[src/hdl/cas_pkg.sv]
// Shared types and constants for the cave automaton smoother.
// Used by cas_cfg_regs, cas_cell_rule and the top level; depends on nothing.
`default_nettype none

package cas_pkg;

	localparam int CELLS_W         = 64;
	localparam int GRID_WIDTH_DEF  = 64;
	localparam int GRID_HEIGHT_DEF = 32;

	localparam int CFG_IDX_W  = 2;
	localparam int CFG_DATA_W = 4;
	localparam int COUNT_W    = 4;

	localparam logic [CFG_IDX_W-1:0] REG_PASS_COUNT  = 2'd0;
	localparam logic [CFG_IDX_W-1:0] REG_SURVIVE_MIN = 2'd1;
	localparam logic [CFG_IDX_W-1:0] REG_BIRTH_MIN   = 2'd2;

	localparam logic [CFG_DATA_W-1:0] PASS_COUNT_RST  = 4'd10;
	localparam logic [CFG_DATA_W-1:0] SURVIVE_MIN_RST = 4'd3;
	localparam logic [CFG_DATA_W-1:0] BIRTH_MIN_RST   = 4'd6;

	typedef logic [CELLS_W-1:0] cells_t;

	typedef struct packed {
		cells_t row_cells;
		logic   row_last;
	} row_t;

	typedef struct packed {
		cells_t out_cells;
		logic   out_last;
	} res_t;

	typedef struct packed {
		logic [CFG_DATA_W-1:0] pass_count;
		logic [CFG_DATA_W-1:0] survive_min;
		logic [CFG_DATA_W-1:0] birth_min;
	} cfg_t;

endpackage

`default_nettype wire

[src/hdl/cas_grid_mem.sv]
// Grid row memory: one write port, one read port, registered read data.
// Stand-alone; no package dependency.
`default_nettype none

module cas_grid_mem #(
	parameter int DEPTH = 32,
	parameter int WIDTH = 64
) (
	input  logic                     clk,
	input  logic                     we,
	input  logic [$clog2(DEPTH)-1:0] waddr,
	input  logic [WIDTH-1:0]         wdata,
	input  logic                     re,
	input  logic [$clog2(DEPTH)-1:0] raddr,
	output logic [WIDTH-1:0]         rdata
);

	logic [WIDTH-1:0] mem_q [DEPTH];
	logic [WIDTH-1:0] rdata_q;

	always_ff @(posedge clk) begin
		if (we) begin
			mem_q[waddr] <= wdata;
		end
		if (re) begin
			rdata_q <= mem_q[raddr];
		end
	end

	assign rdata = rdata_q;

endmodule

`default_nettype wire

[src/hdl/cas_cfg_regs.sv]
// Configuration registers: pass count and the two neighbor thresholds.
// Depends on cas_pkg.
`default_nettype none

module cas_cfg_regs (
	input  logic                           clk,
	input  logic                           arst_n,
	input  logic                           cfg_valid,
	output logic                           cfg_ready,
	input  logic [cas_pkg::CFG_IDX_W-1:0]  cfg_index,
	input  logic [cas_pkg::CFG_DATA_W-1:0] cfg_data,
	output cas_pkg::cfg_t                  cfg
);
	import cas_pkg::*;

	cfg_t cfg_q;

	always_ff @(posedge clk or negedge arst_n) begin
		if (!arst_n) begin
			cfg_q.pass_count  <= PASS_COUNT_RST;
			cfg_q.survive_min <= SURVIVE_MIN_RST;
			cfg_q.birth_min   <= BIRTH_MIN_RST;
		end else if (cfg_valid && cfg_ready) begin
			unique case (cfg_index)
				REG_PASS_COUNT:  cfg_q.pass_count  <= cfg_data;
				REG_SURVIVE_MIN: cfg_q.survive_min <= cfg_data;
				REG_BIRTH_MIN:   cfg_q.birth_min   <= cfg_data;
				default: ;
			endcase
		end
	end

	assign cfg_ready = 1'b1;
	assign cfg      = cfg_q;

endmodule

`default_nettype wire

[src/hdl/cas_cell_rule.sv]
// Neighbor count and survive/birth rule for one cell of the working row.
// Depends on cas_pkg.
`default_nettype none

module cas_cell_rule #(
	parameter int GRID_WIDTH = 64
) (
	input  logic [GRID_WIDTH-1:0]         up,
	input  logic [GRID_WIDTH-1:0]         cur,
	input  logic [GRID_WIDTH-1:0]         down,
	input  logic [$clog2(GRID_WIDTH)-1:0] x,
	input  cas_pkg::cfg_t                 cfg,
	output logic                          wall_next
);
	import cas_pkg::*;

	localparam int XW = $clog2(GRID_WIDTH);

	logic [XW-1:0]      xl;
	logic [XW-1:0]      xr;
	logic [COUNT_W-1:0] count;

	always_comb begin
		xl    = XW'(x - 1'b1);
		xr    = XW'(x + 1'b1);
		count = COUNT_W'(up[xl]) + COUNT_W'(up[x]) + COUNT_W'(up[xr])
		      + COUNT_W'(cur[xl]) + COUNT_W'(cur[xr])
		      + COUNT_W'(down[xl]) + COUNT_W'(down[x]) + COUNT_W'(down[xr]);
		if (count < cfg.survive_min) begin
			wall_next = 1'b0;
		end else if (count >= cfg.birth_min) begin
			wall_next = 1'b1;
		end else begin
			wall_next = cur[x];
		end
	end

endmodule

`default_nettype wire

[src/hdl/cave_automaton_smoother.sv]
// Cave automaton smoother top level: row loading, smoothing sequencer, row emission.
// Depends on cas_pkg, cas_grid_mem, cas_cfg_regs and cas_cell_rule.
//
// Rows are taken one per cycle into the grid memory until a row marked last (or the
// row at GRID_HEIGHT-1) ends the grid. The block then runs pass_count in-place passes
// (none for a grid of fewer than three rows): for each interior row it reads the row
// above, the row itself and the row below from the single-read-port memory, updates
// one interior cell per cycle, and writes the row back. Rows are then emitted in
// order, each read from memory and then registered to the output; a new row is read
// only when the output register is empty or its row is being taken. No input
// transaction is taken between the last loaded row and the issue of the last emitted
// row.
`default_nettype none

module cave_automaton_smoother #(
	parameter int GRID_WIDTH  = cas_pkg::GRID_WIDTH_DEF,
	parameter int GRID_HEIGHT = cas_pkg::GRID_HEIGHT_DEF
) (
	input  logic                           clk,
	input  logic                           arst_n,
	input  logic                           row_valid,
	output logic                           row_stall,
	input  cas_pkg::row_t                  row_data,
	output logic                           res_valid,
	input  logic                           res_stall,
	output cas_pkg::res_t                  res_data,
	input  logic                           cfg_valid,
	output logic                           cfg_ready,
	input  logic [cas_pkg::CFG_IDX_W-1:0]  cfg_index,
	input  logic [cas_pkg::CFG_DATA_W-1:0] cfg_data
);
	import cas_pkg::*;

	localparam int XW = $clog2(GRID_WIDTH);
	localparam int YW = $clog2(GRID_HEIGHT);
	localparam logic [XW-1:0] X_END    = XW'(GRID_WIDTH - 2);
	localparam logic [YW-1:0] Y_LAST   = YW'(GRID_HEIGHT - 1);
	localparam logic [1:0]    FETCH_END = 2'd3;

	typedef enum logic [5:0] {
		S_LOAD  = 6'b000001,
		S_FETCH = 6'b000010,
		S_CELL  = 6'b000100,
		S_WB    = 6'b001000,
		S_ERD   = 6'b010000,
		S_EOUT  = 6'b100000
	} state_t;

	state_t                state_q;
	logic [YW-1:0]         idx_q;
	logic [YW-1:0]         last_q;
	logic [YW-1:0]         y_q;
	logic [YW-1:0]         e_q;
	logic [XW-1:0]         x_q;
	logic [1:0]            f_q;
	logic [CFG_DATA_W-1:0] p_q;
	logic [GRID_WIDTH-1:0] up_q;
	logic [GRID_WIDTH-1:0] cur_q;
	logic [GRID_WIDTH-1:0] down_q;
	logic                  res_valid_q;
	res_t                  res_data_q;

	cfg_t                  cfg;
	logic                  cell_new;
	logic                  row_take;
	logic                  res_take;
	logic                  mem_we;
	logic [YW-1:0]         mem_waddr;
	logic [GRID_WIDTH-1:0] mem_wdata;
	logic                  mem_re;
	logic [YW-1:0]         mem_raddr;
	logic [GRID_WIDTH-1:0] mem_rdata;

	cas_cfg_regs u_cfg (
		.clk       (clk),
		.arst_n    (arst_n),
		.cfg_valid (cfg_valid),
		.cfg_ready (cfg_ready),
		.cfg_index (cfg_index),
		.cfg_data  (cfg_data),
		.cfg       (cfg)
	);

	cas_grid_mem #(
		.DEPTH (GRID_HEIGHT),
		.WIDTH (GRID_WIDTH)
	) u_mem (
		.clk   (clk),
		.we    (mem_we),
		.waddr (mem_waddr),
		.wdata (mem_wdata),
		.re    (mem_re),
		.raddr (mem_raddr),
		.rdata (mem_rdata)
	);

	cas_cell_rule #(
		.GRID_WIDTH (GRID_WIDTH)
	) u_rule (
		.up        (up_q),
		.cur       (cur_q),
		.down      (down_q),
		.x         (x_q),
		.cfg       (cfg),
		.wall_next (cell_new)
	);

	always_comb begin
		row_stall = (state_q != S_LOAD);
		row_take  = row_valid && !row_stall;
		res_take  = res_valid_q && !res_stall;
		mem_we    = 1'b0;
		mem_waddr = y_q;
		mem_wdata = cur_q;
		mem_re    = 1'b0;
		mem_raddr = e_q;
		unique case (state_q)
			S_LOAD: begin
				mem_we    = row_take;
				mem_waddr = idx_q;
				mem_wdata = row_data.row_cells[GRID_WIDTH-1:0];
			end
			S_FETCH: begin
				mem_re    = (f_q != FETCH_END);
				mem_raddr = YW'(y_q + YW'(f_q) - YW'(1));
			end
			S_WB: begin
				mem_we = 1'b1;
			end
			S_ERD: begin
				mem_re = !res_valid_q || res_take;
			end
			default: ;
		endcase
	end

	always_ff @(posedge clk or negedge arst_n) begin
		if (!arst_n) begin
			state_q     <= S_LOAD;
			idx_q       <= '0;
			last_q      <= '0;
			y_q         <= '0;
			e_q         <= '0;
			x_q         <= '0;
			f_q         <= '0;
			p_q         <= '0;
			up_q        <= '0;
			cur_q       <= '0;
			down_q      <= '0;
			res_valid_q <= 1'b0;
		end else begin
			if (res_take) begin
				res_valid_q <= 1'b0;
			end
			unique case (state_q)
				S_LOAD: begin
					if (row_take) begin
						if (row_data.row_last || idx_q == Y_LAST) begin
							last_q <= idx_q;
							idx_q  <= '0;
							y_q    <= YW'(1);
							f_q    <= '0;
							p_q    <= '0;
							e_q    <= '0;
							if (idx_q < YW'(2) || cfg.pass_count == '0) begin
								state_q <= S_ERD;
							end else begin
								state_q <= S_FETCH;
							end
						end else begin
							idx_q <= YW'(idx_q + 1'b1);
						end
					end
				end
				S_FETCH: begin
					f_q <= f_q + 1'b1;
					case (f_q)
						2'd1: up_q  <= mem_rdata;
						2'd2: cur_q <= mem_rdata;
						2'd3: begin
							down_q  <= mem_rdata;
							x_q     <= XW'(1);
							state_q <= S_CELL;
						end
						default: ;
					endcase
				end
				S_CELL: begin
					cur_q[x_q] <= cell_new;
					if (x_q == X_END) begin
						state_q <= S_WB;
					end else begin
						x_q <= XW'(x_q + 1'b1);
					end
				end
				S_WB: begin
					f_q <= '0;
					if (y_q == YW'(last_q - 1'b1)) begin
						y_q <= YW'(1);
						if (CFG_DATA_W'(p_q + 1'b1) == cfg.pass_count) begin
							state_q <= S_ERD;
						end else begin
							p_q     <= CFG_DATA_W'(p_q + 1'b1);
							state_q <= S_FETCH;
						end
					end else begin
						y_q     <= YW'(y_q + 1'b1);
						state_q <= S_FETCH;
					end
				end
				S_ERD: begin
					if (!res_valid_q || res_take) begin
						state_q <= S_EOUT;
					end
				end
				S_EOUT: begin
					res_valid_q <= 1'b1;
					if (e_q == last_q) begin
						state_q <= S_LOAD;
					end else begin
						e_q     <= YW'(e_q + 1'b1);
						state_q <= S_ERD;
					end
				end
				default: state_q <= S_LOAD;
			endcase
		end
	end

	always_ff @(posedge clk) begin
		if (state_q == S_EOUT) begin
			res_data_q.out_cells <= cells_t'(mem_rdata);
			res_data_q.out_last  <= (e_q == last_q);
		end
	end

	assign res_valid = res_valid_q;
	assign res_data  = res_data_q;

`ifndef NO_ASSERTIONS
	a_x_interior: assert property (@(posedge clk) disable iff (!arst_n)
		state_q == S_CELL |-> x_q != '0 && x_q <= X_END)
		else $error("cell column outside interior");

	a_y_interior: assert property (@(posedge clk) disable iff (!arst_n)
		(state_q == S_FETCH || state_q == S_CELL || state_q == S_WB)
		|-> y_q != '0 && y_q < last_q)
		else $error("smoothing row outside interior");

	a_out_free: assert property (@(posedge clk) disable iff (!arst_n)
		state_q == S_EOUT |-> !res_valid_q)
		else $error("output register overwritten while pending");

	a_emit_done: assert property (@(posedge clk) disable iff (!arst_n)
		(state_q == S_EOUT && e_q == last_q)
		|=> state_q == S_LOAD && res_valid && res_data.out_last)
		else $error("final row not flagged or loading not resumed");
`endif

endmodule

`default_nettype wire
[config.mk]
export PLATFORM = sky130hd
export DESIGN_NAME = cave_automaton_smoother
export DESIGN_NICKNAME = d
export VERILOG_FILES = /design/src/hdl/cas_pkg.sv /design/src/hdl/cas_grid_mem.sv /design/src/hdl/cas_cfg_regs.sv /design/src/hdl/cas_cell_rule.sv /design/src/hdl/cave_automaton_smoother.sv
export SDC_FILE = /design/constraint.sdc
export NUM_CORES = 2
export LEC_CHECK = 0
export BUFFER_PORTS_ARGS = -buffer_cell sky130_fd_sc_hd__buf_2
export CORE_MARGIN = 3
export CORE_UTILIZATION = 45
export DETAILED_ROUTE_END_ITERATION = 8
export PLACE_DENSITY_LB_ADDON = 0.05
export SLEW_MARGIN = 5
export SYNTH_ARGS = -nofsm -noshare
export SYNTH_HDL_FRONTEND = slang
export SYNTH_SLANG_ARGS = --single-unit
[constraint.sdc]
create_clock -name clk -period 10.3 [get_ports clk]
set_input_delay 0.515 -clock clk [delete_from_list [all_inputs] [get_ports clk]]
set_output_delay 0.515 -clock clk [all_outputs]
set_load 0.03 [all_outputs]
Word level (Yosys, flattened, before mapping) --
Memories as Yosys holds them, arrays and structs flattened. A register that Yosys moved wholly into a read port is not among the register bits. Cells that the tools add are included.
Word-level totals: register bits after elaboration 308, memory bits (writable) 2048, input port bits 76, output and inout port bits 68, logic and storage cells 164, memories kept 1
Cells by class: $add $sub $neg 17, magnitude comparators 7, equal/unequal tests 28, mux-type cells 64, reductions and logical operators 30
Memory list:
- u_mem.mem_q | words 32, bits a word 64, read ports 1, clocked after Yosys merged registers in 1, write ports 1, RTL line cas_grid_mem.sv:18 | logic [WIDTH-1:0] mem_q [DEPTH];
Operator list (count):
- two-way mux 64 bit | 2
- one-hot mux 64 bit (2 select lines) | 1
- bitwise mux 64 bit | 1
- two-way mux 5 bit | 12
- binary-select mux 1 bit (select 6 bit) | 9
- two-way mux 6 bit | 8
- one-hot mux 6 bit (6 select lines) | 1
- adder 4 x 1 -> 4 bit | 6
- less-than comparator 6 x 7 -> 1 bit (second input constant) | 3
- != test 2 bit (second input constant) | 10
- one-hot mux 5 bit (2 select lines) | 2
- two-way mux 1 bit | 16
- two-way mux 4 bit | 4
- adder 5 x 1 -> 5 bit (second input constant) | 3
- AND reduction 2 bit | 7
- equality test 6 bit (second input constant) | 2
- one-hot mux 6 bit (2 select lines) | 1
- AND reduction 3 bit | 4
- equality test 5 bit | 2
- AND reduction 5 bit | 2
- subtractor 5 x 1 -> 5 bit (second input constant) | 2
- one-hot mux 4 bit (2 select lines) | 1
- nonzero test 2 bit | 4
- adder 6 x 1 -> 6 bit (second input constant) | 1
- other kinds (31) | 42

Longest topological paths before layout --
depth after elaboration 15, gate-level depth with buffers 27, gate-level depth less buffers 23

Hierarchy --
From an unflattened synthesis, not the netlist that was laid out.
Unflattened totals: cell total of the unflattened synthesis 4955, area, all modules 99676.8 sq um
Modules (own cells, without submodules):
- cas_grid_mem | instances 1, cells an instance 3096, area an instance 79605.1 sq um, seq. area each 63420.8 sq um
- cave_automaton_smoother | instances 1, cells an instance 1308, area an instance 13948.4 sq um, seq. area each 7733.7 sq um
- cas_cell_rule | instances 1, cells an instance 522, area an instance 5635.4 sq um, seq. area each 0.0 sq um
- cas_cfg_regs | instances 1, cells an instance 29, area an instance 488.0 sq um, seq. area each 307.8 sq um

Least setup slack after synthesis --
OpenSTA, ideal clock, no wires.
path type register -> register, from reg x_q[0], to reg cur_q[44], library setup time 132 ps, arrival time 6693 ps, required time 10168 ps, slack 3474 ps, stages on the path, launching flop included 28, buffers on the path 5, clock period less this slack 6826 ps, cell sequence dfrtp_1 buf_4 clkinv_1 ha_1 buf_2 buf_2 clkbuf_1 clkbuf_1 mux4_2 mux4_2 mux2i_1 a21oi_1 ha_1 fa_1 inv_1 fa_1 inv_1 fa_1 inv_1 fa_1 inv_1 ha_1 a21o_1 a21o_1 a21oi_1 o41ai_4 nand3_1 o21ai_0
On the way: longest elaborated chain between the ends 15, elaborated cells between the ends (all ways) 38, classes of those cells add/sub: 9; order compare: 4; mux: 24; reduce/logical: 1
Ends and longest elaborated chain:
- start, declared | RTL line cave_automaton_smoother.sv:54 | logic [XW-1:0] x_q;
- start signal, assigned | RTL line cave_automaton_smoother.sv:193 | x_q <= XW'(x_q + 1'b1);
- subtractor 6 x 1 -> 6 bit | RTL line cas_cell_rule.sv:24 | xl = XW'(x - 1'b1);
- binary-select mux 1 bit (select 6 bit) | RTL line cas_cell_rule.sv:26 | count = COUNT_W'(up[xl]) + COUNT_W'(up[x]) + COUNT_W'(up[xr])
- two-way mux 1 bit (not written as such) | RTL line cas_cell_rule.sv:26
- adder 1 x 1 -> 2 bit | RTL line cas_cell_rule.sv:26
- adder 4 x 1 -> 4 bit | RTL line cas_cell_rule.sv:26
- adder 4 x 1 -> 4 bit (2 in series) | RTL line cas_cell_rule.sv:27 | + COUNT_W'(cur[xl]) + COUNT_W'(cur[xr])
- adder 4 x 1 -> 4 bit (3 in series) | RTL line cas_cell_rule.sv:28 | + COUNT_W'(down[xl]) + COUNT_W'(down[x]) + COUNT_W'(down[xr]);
- greater-or-equal comparator 4 bit | RTL line cas_cell_rule.sv:31 | end else if (count >= cfg.birth_min) begin
- two-way mux 1 bit | RTL line cas_cell_rule.sv:31
- two-way mux 1 bit | RTL line cas_cell_rule.sv:29 | if (count < cfg.survive_min) begin
- bitwise mux 64 bit * | RTL line cave_automaton_smoother.sv:189 | cur_q[x_q] <= cell_new;
- one-hot mux 64 bit (2 select lines) * | RTL line cave_automaton_smoother.sv:155 | unique case (state_q)
- end signal, assigned | RTL line cave_automaton_smoother.sv:179 | 2'd2: cur_q <= mem_rdata;
- end signal, assigned by index | RTL line cave_automaton_smoother.sv:189
- end, declared | RTL line cave_automaton_smoother.sv:58 | logic [GRID_WIDTH-1:0] cur_q;
Mark *: on every way between the ends. The rest lies on a longest branch, timed or not. The select of a mux whose other input is x is not followed. A chain may end at the register's enable or synchronous reset.

Worst setup path after layout --
from reg x_q[0], to reg cur_q[53]
The elaborated chain is that of the path after synthesis.

==> impl_metrics.toml <==
[synthesis]
synth_edf_count = 2177
syn_area_um2 = 99500
yosysSeqAreaShare_pct = 71.8
syn_area_per_cell_um2 = 16.2
yosysTopAreaCell = "edfxtp_1"
synth_top_area_share_pct = 65.7
ys_warn_count = 0
syn_nets = 6243
async_flop_share_pct = 10.0
ys.flop_type = "edfxtp_1"
ys_ff_latch = 2420
synthCells = 6134
netlist_top_cells_area = "edfxtp_1, mux2i_1, dfrtp_1, mux4_2, o221ai_1"
synthDistinctLibCells = 75

[power_and_ir_drop]
switching_share_pct = 30.7
leakage_nw = 37.7
pwr-share-seq_pct = 46.9
p_clk_share_pct = 31.6
p_int_w = 0.0198
power_frac_comb_pct = 21.5
max-vdd-ir-drop_v = 0.000164
pwr_density_cell_nw_per_um2 = 254
p_sw_w = 0.00878
finalPower_w = 0.0286

[global_route]
grt_pass1_vias = 57916
grt_usage_pct = 28.7
grt-ovfl-total = 0
grt_max_degree = 127
antenna_found_initial = 33
grt_pass1_wl_um = 463000

[floorplanning]
start_util_pct = 45.5
fp.dieArea_um2 = 227000
core.rowCount = 171
io_pins = 144
die_x_um = 476
die_y_um = 476
core_um2 = 218000

[placed_design]
dp.final_hpwl_um = 176000
place_area_um2 = 104000
portBuffers = 142
gp_congestion = 0.910

[clock_tree]
holdBufCountCts = 9
numCtsBuffers = 279
clockRootBuffer = "clkbuf_16"
clock_latency_ns = 0.93
tritoncts = "built"
clock-sinks = 2420
clockBufferDepth = 4
clk_pin_slew_ns = 0.06
h-tree-depth = 5
cts_resized = 0
post_cts_buffers = 0

[hold_path]
hp-class = "in2reg"
min_path_cells = 5

[worst_setup_path]
end_kind = "register"
crit_fanout = 66
reg2regPathDepth = 23
cp_cell_sequence = "buf_4 -> nand2_1 -> nor2_1 -> nand3_1 -> xor2_1 -> nor2b_1 -> a211oi_1 -> a21oi_1 -> fa_1 -> inv_1 -> fa_1 -> inv_1 -> fa_1 -> inv_1 -> fa_1 -> inv_1 -> ha_1 -> a21o_1 -> a21o_1 -> a21oi_1 -> o41ai_4 -> nand3_1 -> o21ai_0"
cpPeakStageDelay_ns = 0.94
cp.required_ns = 11.02
critPathSlowestCell = "nor2_1"
startpoint_type = "register"
crit_type = "reg2reg"
crit_arrival_ns = 8.54

[timing]
fmax_mhz = 128
slew_violations = 0
finalSetupTns_ns = 0
relSlewSlack_pct = 14.6
tightestPinTransition_ns = 1.28
finClkSkew_ns = 0.0657
rsz0062_at_grt = "false"
setup_viol = 0
hold_viol = 0
finalCritPeriodShare_pct = 75.9
post-route-min-period_ns = 7.82

[cells_and_area]
nets = 6402
layout_common_cells = "edfxtp_1, mux2i_1, nand2_1, o22ai_1, clkbuf_16"
fin_util_pct = 51.4
drive_gt1_share_pct = 14.7
syn2layout_area_growth_pct = 12.8
post-route-cell-area_um2 = 112000
fill_cells = 18024
final_common_cell = "edfxtp_1"

[detailed_routing]
wl_um = 333000
vias_per_cell = 6.40
vias = 60474
post-route-drc-count = 0
ant_nets = 0
drtIter0Drc = 7564
drtPass1Iterations = 5
wl_per_cell_um = 35.2

[run]
drv_cap = 0

[status]
status = "complete, no violations"
==> worst max-delay path: cells and delay by family, from the launching register on <==
kind            cells  cell delay [ns]
xor+xnor            1             0.62
buf+inv             5             1.06
simple gates        5             2.09
fa+ha+maj           5             2.01
flops               1             0.41
compound gates      7             1.43
==> cells in the mapped netlist (8+ instances only) <==
| master | count |
|---|---|
| edfxtp_1 | 2177 |
| mux2i_1 | 906 |
| nand2_1 | 385 |
| o22ai_1 | 288 |
| a21oi_1 | 276 |
| dfrtp_1 | 236 |
| o21ai_0 | 218 |
| a22oi_1 | 211 |
| o221ai_1 | 209 |
| clkbuf_1 | 192 |
| buf_2 | 149 |
| mux2_2 | 143 |
| nor2_1 | 139 |
| mux4_2 | 122 |
| o41ai_1 | 66 |
| buf_1 | 42 |
| inv_1 | 39 |
| nand3_1 | 38 |
| ha_1 | 28 |
| nor3_1 | 23 |
| nand2b_1 | 19 |
| xor2_1 | 18 |
| xnor2_1 | 14 |
| a211oi_1 | 13 |
| buf_4 | 13 |
| a31oi_1 | 10 |
| a21o_1 | 9 |
| and3_1 | 8 |
| nor2b_1 | 8 |
==> sequential cells by signal, summed over array words and instances (netlist names), 6 cells and up <==
| register | flops |
|---|---|
| u_mem.rdata | 64 |
| up_q | 64 |
| u_cfg.cfg | 12 |
| u_mem.mem_q | 2048 |
| x_q | 6 |
| down_q | 64 |
| cur_q | 64 |
| res_data | 65 |
| state_q | 6 |
==> area by class of cell <==
cell class,instances,area [um^2],area share (%)
Inverter,40,153,0.136
Clock buffer,367,7470,6.65
Timing Repair Buffer,274,2160,1.92
Tap cell,2941,3680,3.28
Multi-Input combinational cell,3278,26600,23.7
Antenna cell,24,60.1,0.0535
Sequential cell,2420,71500,63.7
Clock inverter,103,657,0.585
==> power groups by stage <==
stage	clock [W]	combinational (W)	sequential (W)
floorplan	0	0.00393	0.0131
global placement	0	0.00603	0.0136
detailed placement	0	0.00610	0.0136
CTS	0.00920	0.00611	0.0134
global route	0.00960	0.00661	0.0134
finish	0.00903	0.00614	0.0134
==> final timing paths <==
path / start / slack [ns] / end
hold / removal: row_valid / 0.11 / idx_q[3]$_DFFE_PN0P_
setup / recovery: x_q[0]$_DFFE_PN0P_ / 2.48 / cur_q[53]$_DFFE_PN0P_
max in group asynchronous: arst_n / 8.05 / cur_q[26]$_DFFE_PN0P_
setup reg to reg: x_q[0]$_DFFE_PN0P_ / 2.48 / cur_q[53]$_DFFE_PN0P_
hold reg to reg: u_cfg.cfg[7]$_DFFE_PN0P_ / 0.51 / u_cfg.cfg[7]$_DFFE_PN0P_
min in group asynchronous: arst_n / 0.22 / p_q[3]$_DFFE_PN0P_
==> cells by family after synthesis <==
family	after synthesis	synth area share (%)
simple gates	671	2.88
compound gates	1365	9.11
xor+xnor	32	0.282
buf+inv	436	1.88
other cells	1	0.00377
mux	1176	13.6
flops	2420	71.8
fa+ha+maj	33	0.453
==> metal layers <==
| metal | vias to the layer above | global-route usage, % | routed length, um |
|---|---|---|---|
| li1 | 25005 | - | - |
| met1 | 31843 | 40.5 | 138000 |
| met2 | 3021 | 44.5 | 153000 |
| met3 | 605 | 5.34 | 28500 |
| met4 | 0 | 11.0 | 13600 |
| met5 | - | 0 | 0 |
==> metrics by stage <==
step | worst slack, ns | hold slack, ns | cells
after global routing | 1.98 | 0.0689 | 9433
final | 2.48 | 0.108 | 9447
after floorplan | 3.47 | 0.219 | 6134
after global placement | 2.65 | 0.498 | 8944
after CTS | 2.61 | 0.0253 | 9423
after detailed placement | 2.61 | 0.498 | 8944
Power figures use the tool's default switching activity.
